===== src/rtl/jsu_pkg.sv =====
// types, codes and helpers shared by the json string unescaper
`default_nettype none

package jsu_pkg;

  typedef enum logic [1:0] {
    MODE_IDLE = 2'd0,
    MODE_STR  = 2'd1,
    MODE_ESC  = 2'd2,
    MODE_HEX  = 2'd3
  } mode_t;

  typedef enum logic [1:0] {
    KIND_DATA = 2'd0,
    KIND_END  = 2'd1,
    KIND_ERR  = 2'd2
  } kind_t;

  localparam logic [2:0] ERR_NONE     = 3'd0;
  localparam logic [2:0] ERR_NO_QUOTE = 3'd1;
  localparam logic [2:0] ERR_CTRL     = 3'd2;
  localparam logic [2:0] ERR_ESCAPE   = 3'd3;
  localparam logic [2:0] ERR_HEX      = 3'd4;
  localparam logic [2:0] ERR_UNTERM   = 3'd5;

  localparam logic [7:0] CH_QUOTE     = 8'h22;
  localparam logic [7:0] CH_BACKSLASH = 8'h5C;
  localparam logic [7:0] CH_SLASH     = 8'h2F;
  localparam logic [7:0] CH_B         = 8'h62;
  localparam logic [7:0] CH_F         = 8'h66;
  localparam logic [7:0] CH_N         = 8'h6E;
  localparam logic [7:0] CH_R         = 8'h72;
  localparam logic [7:0] CH_T         = 8'h74;
  localparam logic [7:0] CH_U         = 8'h75;
  localparam logic [7:0] CH_SPACE     = 8'h20;

  // result of a hex digit lookup: valid flag and nibble
  typedef struct packed {
    logic       ok;
    logic [3:0] nib;
  } hex_t;

  function automatic hex_t hex_decode(input logic [7:0] c);
    hex_t h;
    h.ok  = 1'b1;
    h.nib = 4'd0;
    if (c >= 8'h30 && c <= 8'h39) begin
      h.nib = 4'(c - 8'h30);
    end else if (c >= 8'h61 && c <= 8'h66) begin
      h.nib = 4'(c - 8'h57);
    end else if (c >= 8'h41 && c <= 8'h46) begin
      h.nib = 4'(c - 8'h37);
    end else begin
      h.ok = 1'b0;
    end
    return h;
  endfunction

endpackage

`default_nettype wire


===== src/rtl/json_string_unescaper.sv =====
// json string unescaper: decodes escapes and \u code points into utf-8 bytes
//
//  channel  dir  tdata (low bit up)                  tuser          tlast
//  s_axis   in   text_byte[7:0]                      text_end       -
//  m_axis   out  out_byte[7:0], error_code[10:8], 0  result_kind    last_of_run
//
// one request is decoded in the cycle it is taken; its 0 to 3 results go into
// a three-entry result register and leave one per cycle while m_tready is high
// a request is taken every cycle while its predecessor has no result left or its
// last one is taken, so a \u escape emitting three bytes holds the input until its third byte is taken
// rst clears the scan state and the result count; the string starts idle
// a stalled m side holds the result register and drops s_tready while any result is pending
`default_nettype none

module json_string_unescaper
  import jsu_pkg::*;
(
  input  wire logic        clk,
  input  wire logic        rst,
  input  wire logic        s_tvalid,
  output logic             s_tready,
  input  wire logic [7:0]  s_tdata,   // text_byte[7:0]
  input  wire logic        s_tuser,   // text_end
  output logic             m_tvalid,
  input  wire logic        m_tready,
  output logic [15:0]      m_tdata,   // out_byte[7:0], error_code[10:8], zero[15:11]
  output logic [1:0]       m_tuser,   // result_kind[1:0]
  output logic             m_tlast    // last_of_run
);

  mode_t       mode, mode_next;
  logic [1:0]  hex_cnt, hex_cnt_next;
  logic [15:0] acc, acc_next;

  // result register
  logic [1:0]  rem, pos;
  kind_t       res_kind;
  logic [2:0]  res_err;
  logic [7:0]  res_b0, res_b1, res_b2;

  // decode of the current request
  logic [1:0]  dec_n;
  kind_t       dec_kind;
  logic [2:0]  dec_err;
  logic [7:0]  dec_b0, dec_b1, dec_b2;

  logic        s_take, m_take;
  logic [7:0]  head_byte;

  assign m_take   = m_tvalid && m_tready;
  assign s_tready = (rem == 2'd0) || (rem == 2'd1 && m_tready);
  assign s_take   = s_tvalid && s_tready;

  always_comb begin
    logic [7:0]  c;
    logic        fin;
    logic        fail;
    logic [2:0]  fail_code;
    hex_t        h;
    logic [15:0] cp;
    c            = s_tdata;
    fin          = s_tuser;
    fail         = 1'b0;
    fail_code    = ERR_NONE;
    h            = hex_decode(c);
    cp           = {acc[11:0], h.nib};
    mode_next    = mode;
    hex_cnt_next = hex_cnt;
    acc_next     = acc;
    dec_n        = 2'd0;
    dec_kind     = KIND_DATA;
    dec_err      = ERR_NONE;
    dec_b0       = 8'd0;
    dec_b1       = 8'd0;
    dec_b2       = 8'd0;
    case (mode)
      MODE_IDLE: begin
        if (fin || c != CH_QUOTE) begin
          fail      = 1'b1;
          fail_code = ERR_NO_QUOTE;
        end else begin
          mode_next = MODE_STR;
        end
      end
      MODE_STR: begin
        if (fin) begin
          fail      = 1'b1;
          fail_code = ERR_UNTERM;
        end else if (c == CH_QUOTE) begin
          mode_next = MODE_IDLE;
          dec_n     = 2'd1;
          dec_kind  = KIND_END;
        end else if (c < CH_SPACE) begin
          fail      = 1'b1;
          fail_code = ERR_CTRL;
        end else if (c == CH_BACKSLASH) begin
          mode_next = MODE_ESC;
        end else begin
          dec_n  = 2'd1;
          dec_b0 = c;
        end
      end
      MODE_ESC: begin
        mode_next = MODE_STR;
        dec_n     = 2'd1;
        if (fin) begin
          fail      = 1'b1;
          fail_code = ERR_ESCAPE;
        end else if (c inside {CH_QUOTE, CH_BACKSLASH, CH_SLASH}) begin
          dec_b0 = c;
        end else if (c == CH_B) begin
          dec_b0 = 8'h08;
        end else if (c == CH_F) begin
          dec_b0 = 8'h0C;
        end else if (c == CH_N) begin
          dec_b0 = 8'h0A;
        end else if (c == CH_R) begin
          dec_b0 = 8'h0D;
        end else if (c == CH_T) begin
          dec_b0 = 8'h09;
        end else if (c == CH_U) begin
          mode_next    = MODE_HEX;
          dec_n        = 2'd0;
          hex_cnt_next = 2'd0;
          acc_next     = 16'd0;
        end else begin
          fail      = 1'b1;
          fail_code = ERR_ESCAPE;
        end
      end
      MODE_HEX: begin
        if (fin || !h.ok) begin
          fail      = 1'b1;
          fail_code = ERR_HEX;
        end else if (hex_cnt == 2'd3) begin
          mode_next    = MODE_STR;
          hex_cnt_next = 2'd0;
          acc_next     = 16'd0;
          // utf-8 length from the top bits of the code point
          if (cp[15:7] == 9'd0) begin
            dec_n  = 2'd1;
            dec_b0 = cp[7:0];
          end else if (cp[15:11] == 5'd0) begin
            dec_n  = 2'd2;
            dec_b0 = {3'b110, cp[10:6]};
            dec_b1 = {2'b10, cp[5:0]};
          end else begin
            dec_n  = 2'd3;
            dec_b0 = {4'b1110, cp[15:12]};
            dec_b1 = {2'b10, cp[11:6]};
            dec_b2 = {2'b10, cp[5:0]};
          end
        end else begin
          acc_next     = cp;
          hex_cnt_next = hex_cnt + 2'd1;
        end
      end
      default: begin
        mode_next = MODE_IDLE;
      end
    endcase
    if (fail) begin
      mode_next    = MODE_IDLE;
      hex_cnt_next = 2'd0;
      acc_next     = 16'd0;
      dec_n        = 2'd1;
      dec_kind     = KIND_ERR;
      dec_err      = fail_code;
      dec_b0       = 8'd0;
    end
  end

  always_ff @(posedge clk) begin
    if (rst) begin
      mode    <= MODE_IDLE;
      hex_cnt <= 2'd0;
      acc     <= 16'd0;
    end else if (s_take) begin
      mode    <= mode_next;
      hex_cnt <= hex_cnt_next;
      acc     <= acc_next;
    end
  end

  always_ff @(posedge clk) begin
    if (rst) begin
      rem <= 2'd0;
      pos <= 2'd0;
    end else if (s_take) begin
      rem <= dec_n;
      pos <= 2'd0;
    end else if (m_take) begin
      rem <= rem - 2'd1;
      pos <= pos + 2'd1;
    end
  end

  always_ff @(posedge clk) begin
    if (s_take) begin
      res_kind <= dec_kind;
      res_err  <= dec_err;
      res_b0   <= dec_b0;
      res_b1   <= dec_b1;
      res_b2   <= dec_b2;
    end
  end

  always_comb begin
    case (pos)
      2'd0:    head_byte = res_b0;
      2'd1:    head_byte = res_b1;
      2'd2:    head_byte = res_b2;
      default: head_byte = 8'd0;
    endcase
  end

  assign m_tvalid = (rem != 2'd0);
  assign m_tdata  = {5'd0, res_err, head_byte};
  assign m_tuser  = res_kind;
  assign m_tlast  = (rem == 2'd1);

  // a finish or an error is always the only result of its request
  a_single_non_data: assert property (@(posedge clk) disable iff (rst)
    (m_tvalid && m_tuser != KIND_DATA) |-> m_tlast)
    else $error("end or error result not alone");

  // error code present exactly on error results
  a_err_code: assert property (@(posedge clk) disable iff (rst)
    m_tvalid |-> ((m_tuser == KIND_ERR) == (m_tdata[10:8] != ERR_NONE)))
    else $error("error code does not match result kind");

  // a finish or an error sends the scanner back to idle with cleared state
  a_back_idle: assert property (@(posedge clk) disable iff (rst)
    (s_take && dec_n != 2'd0 && dec_kind != KIND_DATA) |=>
      (mode == MODE_IDLE && hex_cnt == 2'd0 && acc == 16'd0))
    else $error("scanner not idle after finish or error");

  // results never run past the three buffered bytes
  a_pos_range: assert property (@(posedge clk) disable iff (rst)
    m_tvalid |-> ({1'b0, pos} + {1'b0, rem} <= 3'd3))
    else $error("result index out of range");

endmodule

`default_nettype wire

===== config.mk =====
export PLATFORM = sky130hd
export DESIGN_NAME = json_string_unescaper
export DESIGN_NICKNAME = d
export VERILOG_FILES = /design/src/rtl/jsu_pkg.sv /design/src/rtl/json_string_unescaper.sv
export SDC_FILE = /design/constraint.sdc
export NUM_CORES = 1
export LEC_CHECK = 0
export ABC_AREA = 0
export BUFFER_PORTS_ARGS = -buffer_cell sky130_fd_sc_hd__buf_4
export CAP_MARGIN = 15
export CORE_UTILIZATION = 50
export CTS_BUF_LIST = sky130_fd_sc_hd__clkbuf_8
export DETAILED_ROUTE_END_ITERATION = 12
export PLACE_DENSITY = 0.73
export SYNTH_ARGS = -nofsm -noshare
export SYNTH_HDL_FRONTEND = slang
export SYNTH_SLANG_ARGS = --single-unit

===== constraint.sdc =====
create_clock -name clk -period 2.65 [get_ports clk]
set_input_delay 0.53 -clock clk [delete_from_list [all_inputs] [get_ports clk]]
set_output_delay 0.53 -clock clk [all_outputs]
set_load 0.01 [all_outputs]

Word level (Yosys, flattened, before mapping)
Index checks and enable logic that the tools add are counted.

storage, ports and cells
  input port bits = 13
  output and inout port bits = 21
  logic and storage cells = 199
  bits in registers = 49

cells by class
  bitwise operators = 3
  multiplexer cells = 115
  magnitude comparators = 7
  equality and inequality tests = 31
  reductions and logical operators = 25
  $add $sub $neg = 6

operator list
  cell                                                         number
  two-way mux 12 bit                                           11
  two-way mux 2 bit                                            43
  two-way mux 8 bit                                            10
  equality test 8 x 7 -> 1 bit (second input constant)         7
  one-hot mux 8 bit (3 select lines)                           2
  inequality test 3 bit (second input constant)                12
  two-way mux 4 bit                                            8
  two-way mux 1 bit                                            31
  one-hot mux 12 bit (2 select lines)                          1
  equality test 8 x 6 -> 1 bit (second input constant)         2
  >= comparator 8 x 7 -> 1 bit (second input constant)         2
  <= comparator 8 x 7 -> 1 bit (second input constant)         2
  two-way mux 6 bit                                            2
  one-hot mux 3 bit (4 select lines)                           1
  AND reduction 11 bit                                         1
  zero test 9 bit                                              1
  equality test 2 bit (second input constant)                  4
  >= comparator 8 x 6 -> 1 bit (second input constant)         1
  <= comparator 8 x 6 -> 1 bit (second input constant)         1
  less-than comparator 8 x 6 -> 1 bit (second input constant)  1
  inequality test 4 bit (second input constant)                2
  inequality test 8 x 6 -> 1 bit (second input constant)       1
  one-hot mux 2 bit (4 select lines)                           1
  subtractor 4 x 3 -> 4 bit (second input constant)            2
  21 further kinds                                             38

Logic depth before layout (Yosys ltp)
  word-level depth = 12
  depth in mapped cells = 11
  mapped depth without buffers = 9

Least setup slack after synthesis
OpenSTA, ideal clock, no wires.

  path kind = flip-flop to flip-flop
  start point = register rem[0]
  end point = register acc[2]
  required time = 2.534 ns
  path buffers = 2
  path slack = -0.203 ns
  clock period less this slack = 2.853 ns
  stages on the path, launching flop included = 12
  setup time = 0.116 ns
  arrival = 2.737 ns
  path through = dfxtp_1 > inv_1 > ha_1 > a21o_1 > nand2_1 > clkinv_1 > o211ai_1 > o31ai_1 > or2_0 > buf_2 > buf_2 > a31o_2

on the way
  word-level cells in the longest chain between the ends = 5
  elaborated cells on any way between the ends = 6
  those cells by class = 1 x eq/ne; 5 x reduce/logical

ends and longest elaborated chain
  element                           RTL line                      source
  from (decl)                       json_string_unescaper.sv:36   logic [1:0] rem, pos;
  from (signal assigned)            json_string_unescaper.sv:190  rem <= dec_n;
  from (signal assigned)            json_string_unescaper.sv:193  rem <= rem - 2'd1;
  equality test 2 x 1 -> 1 bit      json_string_unescaper.sv:51   assign s_tready = (rem == 2'd0) || (rem == 2'd1 && m_tready);
  logical AND 1 bit                 json_string_unescaper.sv:51
  logical OR 1 bit *                json_string_unescaper.sv:51
  net s_tready                      json_string_unescaper.sv:21   output logic s_tready,
  logical AND 1 bit *               json_string_unescaper.sv:52   assign s_take = s_tvalid && s_tready;
  net s_take                        json_string_unescaper.sv:47   logic s_take, m_take;
  AND reduction 11 bit (no line) *  n/a
  to (signal assigned)              json_string_unescaper.sv:181  acc <= acc_next;
  to (decl)                         json_string_unescaper.sv:33   logic [15:0] acc, acc_next;

The timed path passes the listed nets; every way through them passes the cells marked *.
A chain may end at the register's enable or synchronous reset.

Final worst setup path
  start point = input port s_tdata[1]
  end point = register acc[2]

on the way
  word-level cells in the longest chain between the ends = 12
  elaborated cells on any way between the ends = 62
  those cells by class = 3 x add/sub; 7 x order compare; 19 x eq/ne; 24 x mux; 9 x reduce/logical

ends and longest elaborated chain
  element                                                                RTL line                      source
  from (decl)                                                            json_string_unescaper.sv:22   input wire logic [7:0] s_tdata,
  equality test 8 x 7 -> 1 bit                                           json_string_unescaper.sv:121  end else if (c == CH_U) begin
  two-way mux 1 bit                                                      json_string_unescaper.sv:121
  two-way mux 1 bit                                                      json_string_unescaper.sv:119  end else if (c == CH_T) begin
  two-way mux 1 bit                                                      json_string_unescaper.sv:117  end else if (c == CH_R) begin
  two-way mux 1 bit                                                      json_string_unescaper.sv:115  end else if (c == CH_N) begin
  two-way mux 1 bit                                                      json_string_unescaper.sv:113  end else if (c == CH_F) begin
  two-way mux 1 bit                                                      json_string_unescaper.sv:111  end else if (c == CH_B) begin
  two-way mux 1 bit                                                      json_string_unescaper.sv:109  end else if (c inside {CH_QUOTE, CH_BACKSLASH, CH_SLASH}) begin
  two-way mux 1 bit                                                      json_string_unescaper.sv:106  if (fin) begin
  one-hot mux 1 bit (4 select lines)                                     json_string_unescaper.sv:76   case (mode)
  inequality test 3 bit (no line) or nonzero test 3 bit (tied branches)  n/a
  AND reduction 11 bit (no line)                                         n/a

Several ways; a longest one is shown, not always the timed one. The select of a mux whose other input is x is not followed.

==> flow_metrics.tcl <==
set metrics [dict create \
    synth_edf_count 27 \
    finClkSkew_ps 6.284 \
    die_y_um 82.82 \
    yosys_warnings 0 \
    whs_path_depth 2 \
    period_share_pct 93.69 \
    synth.ff_latch_count 47 \
    ant_nets 0 \
    setup_viol 0 \
    cp.required_ps 2850 \
    place_ws_ps -230.8 \
    place_area_um2 3742 \
    syn_inst 353 \
    fin_nets 436 \
    path_max_fanout 13 \
    grt_max_degree 33 \
    htree_levels 2 \
    synth-compound-area-share_pct 22.30 \
    synth_cell_types 69 \
    yosys_most_used_dff "edfxtp_1" \
    grt_pass1_wl_mm 13.84 \
    pwr-share-seq_pct 46.7 \
    layout_commonest_cell "buf_4" \
    p_int_mw 1.339 \
    vias_per_cell 6.165 \
    netlist_area_um2 3266 \
    max_freq_mhz 402.8 \
    crit_path_start_kind "input pin" \
    first_pass_iters 5 \
    async_flop_share_pct 0 \
    peakVddDrop_v 0.0005120 \
    path_cells "buf_4 > inv_1 > ha_1 > nor3b_2 > nor3_1 > a311o_1 > a211oi_2 > buf_4 > nor4b_1 > a31o_2" \
    yosys.area_share.adder_pct 6.130 \
    design_area_um2 3836 \
    p_switching_mw 0.6506 \
    post_cts_buffers 0 \
    setup_ws_ps 167.2 \
    cts-root-buf "clkbuf_8" \
    maxCapViolations 0 \
    critical_path_class "in2reg" \
    routedWlPerCell_um 17.40 \
    overflow 0 \
    syn_to_final_growth_pct 17.47 \
    period_needed_ps 2483 \
    relSlewSlack_pct 59.98 \
    grt_usage_pct 24.78 \
    slowest_stage "a311o_1" \
    cts_tree "yes" \
    cts_buffers 5 \
    worstRegToRegCells 9 \
    ios 34 \
    start_util_pct 51.72 \
    die_w_um 82.82 \
    worst_pin_slew_ps 591.9 \
    slew_viol_final 0 \
    rsz0062_at_grt "no" \
    drt_iter0_drc 261 \
    powerDensity_nw_per_um2 518.8 \
    io_buffer_count 28 \
    synthSimpleGateAreaFrac_pct 25.71 \
    drc_errors 0 \
    synth.avg_cell_area_um2 9.251 \
    synthMuxAreaShare_pct 1.264 \
    grt_pass1_vias 2852 \
    clk_pin_slew_worst_paths_ps 90 \
    cts.sinks 47 \
    final_cell_mix "buf_4, nor2_1, edfxtp_1" \
    postCtsHoldBufs 0 \
    antenna-diode-count 0 \
    synth_top_family_by_area "simple AND/OR/NAND/NOR gates" \
    final_util_pct 60.76 \
    antenna_found_initial 0 \
    combPwrFrac_pct 31.5 \
    cp_data_arrival_time_ps 2680 \
    crit_path_end_kind "register" \
    seq_area_frac_synth_pct 37.09 \
    cts_resized 0 \
    cp_common_cell "buf_4" \
    dp_hpwl_mm 6.467 \
    holdCritPathClass "reg2reg" \
    cts.path.max_buffers 2 \
    clock_latency_ps 300 \
    leakage_nw 1.585 \
    drive_above_1_share_pct 24.26 \
    core_area_um2 6314 \
    critPathBufInv 3 \
    path_depth 10 \
    routed_wl_mm 8.441 \
    gp_routability_congestion 0.9606 \
    clockPowerShare_pct 21.7 \
    cp_top_family "compound AO/OA/AOI/OAI gates" \
    cpPeakStageDelay_ps 380 \
    rows 29 \
    swShare_pct 32.69 \
    die_area_um2 6858 \
    vias 2990 \
    synth-xor-area-share_pct 0.2682 \
    hold_viol 0 \
    status "finished clean" \
    whs_ps 510.2 \
]
==> layer usage <==
metal / GRT usage (%) / routed length (um) / vias up
met4: 7.524 / 141 / 0
met2: 41.80 / 4054 / 120
met3: 4.274 / 537 / 13
met1: 32.46 / 3707 / 1411
met5: 0 / 0 / -
li1: - / - / 1446
==> kinds of logic (layout without fill, tap and decap cells) <==
kind of cell,Yosys count,after routing
AOI/OAI and AO/OA,92,92
xor gates and xnor gates,1,1
adders and majority gates,16,16
buffers and inverters,48,99
DFF,47,47
muxes,4,4
other,1,5
and+or+nand+nor,144,144
==> synthesized netlist by cell type, types with 3 or more instances <==
cell type   n  area, um2
a21oi_1    19      95.09
o211ai_1    3      22.52
a222oi_1    8      80.08
nor3_1     18      90.09
nor4b_1    13      113.9
inv_1      21      78.83
buf_2       6      30.03
nor2b_1     6      37.54
and2_1      6      37.54
a211oi_1    8      60.06
nand4_1     4      25.02
or2_2       3      18.77
o21ai_0     8      40.04
dfxtp_1    20      400.4
nand2b_1    6      37.54
edfxtp_1   27      810.8
nor2_1     33      123.9
a221oi_1    4      35.03
a41o_1     12      120.1
a31oi_1     4      25.02
buf_4       5      37.54
nor3b_1     6      45.04
mux2i_1     3      30.03
clkbuf_1   10      37.54
and3_1      3      18.77
ha_1       16      200.2
nand3_1     7      35.03
nand2_1    18      67.56
nor4_1      7      43.79
==> state kept, by name (all words and copies together), names as in the netlist <==
signal / cells
pos: 2
hex_cnt: 2
mode: 2
res_b2: 7
acc: 12
res_b1: 7
res_err: 3
rem: 2
res_b0: 8
m_tuser: 2
==> metrics by stage <==
step | TNS, ps | std cells | power, mW
2_1_floorplan | 0 | 357 | 1.312
3_3_place_gp | -2629 | 477 | 1.554
3_5_place_dp | -3012 | 477 | 1.573
4_1_cts | 0 | 485 | 1.994
5_1_grt | 0 | 485 | 2.088
6_report | 0 | 485 | 1.990
==> layout make-up <==
class                   count  area, um2
flip-flops and latches     47       1211
clock buffers               5      68.82
inverters                  23      87.58
well taps                  77      96.34
repair buffers             68      510.5
fillers                   572       2477
clock inverters             3      20.02
multi-input cells         262       1842
==> worst reg2reg max path, stage by stage, from the launching register on <==
cell      delay [ps]
dfxtp_1          400
inv_1            100
ha_1             340
nor2b_1          140
a221oi_1         420
nor2_1           130
a21oi_4          140
and2_4           170
inv_2             90
nor3_1           260
==> power by group through the flow <==
| stage | Combinational (mW) | Clock (mW) | Sequential, mW |
|---|---|---|---|
| floorplan | 0.374 | 0 | 0.938 |
| detailed placement | 0.625 | 0 | 0.949 |
| global placement | 0.611 | 0 | 0.942 |
| finish | 0.628 | 0.432 | 0.930 |
| CTS | 0.627 | 0.435 | 0.932 |
| global route | 0.686 | 0.461 | 0.941 |
==> path summary, 6_finish.rpt <==
| check | from | slack (ps) | to |
|---|---|---|---|
| min | hex_cnt[1]$_SDFFE_PP0P_ | 510 | hex_cnt[1]$_SDFFE_PP0P_ |
| max reg2reg | mode[0]$_SDFFE_PP0P_ | 280 | res_b0[5]$_SDFFCE_PN0P_ |
| min reg2reg | hex_cnt[1]$_SDFFE_PP0P_ | 510 | hex_cnt[1]$_SDFFE_PP0P_ |
| max | s_tdata[1] | 170 | acc[2]$_SDFFE_PP0P_ |
Note: power is estimated with default switching activity, not from simulation.
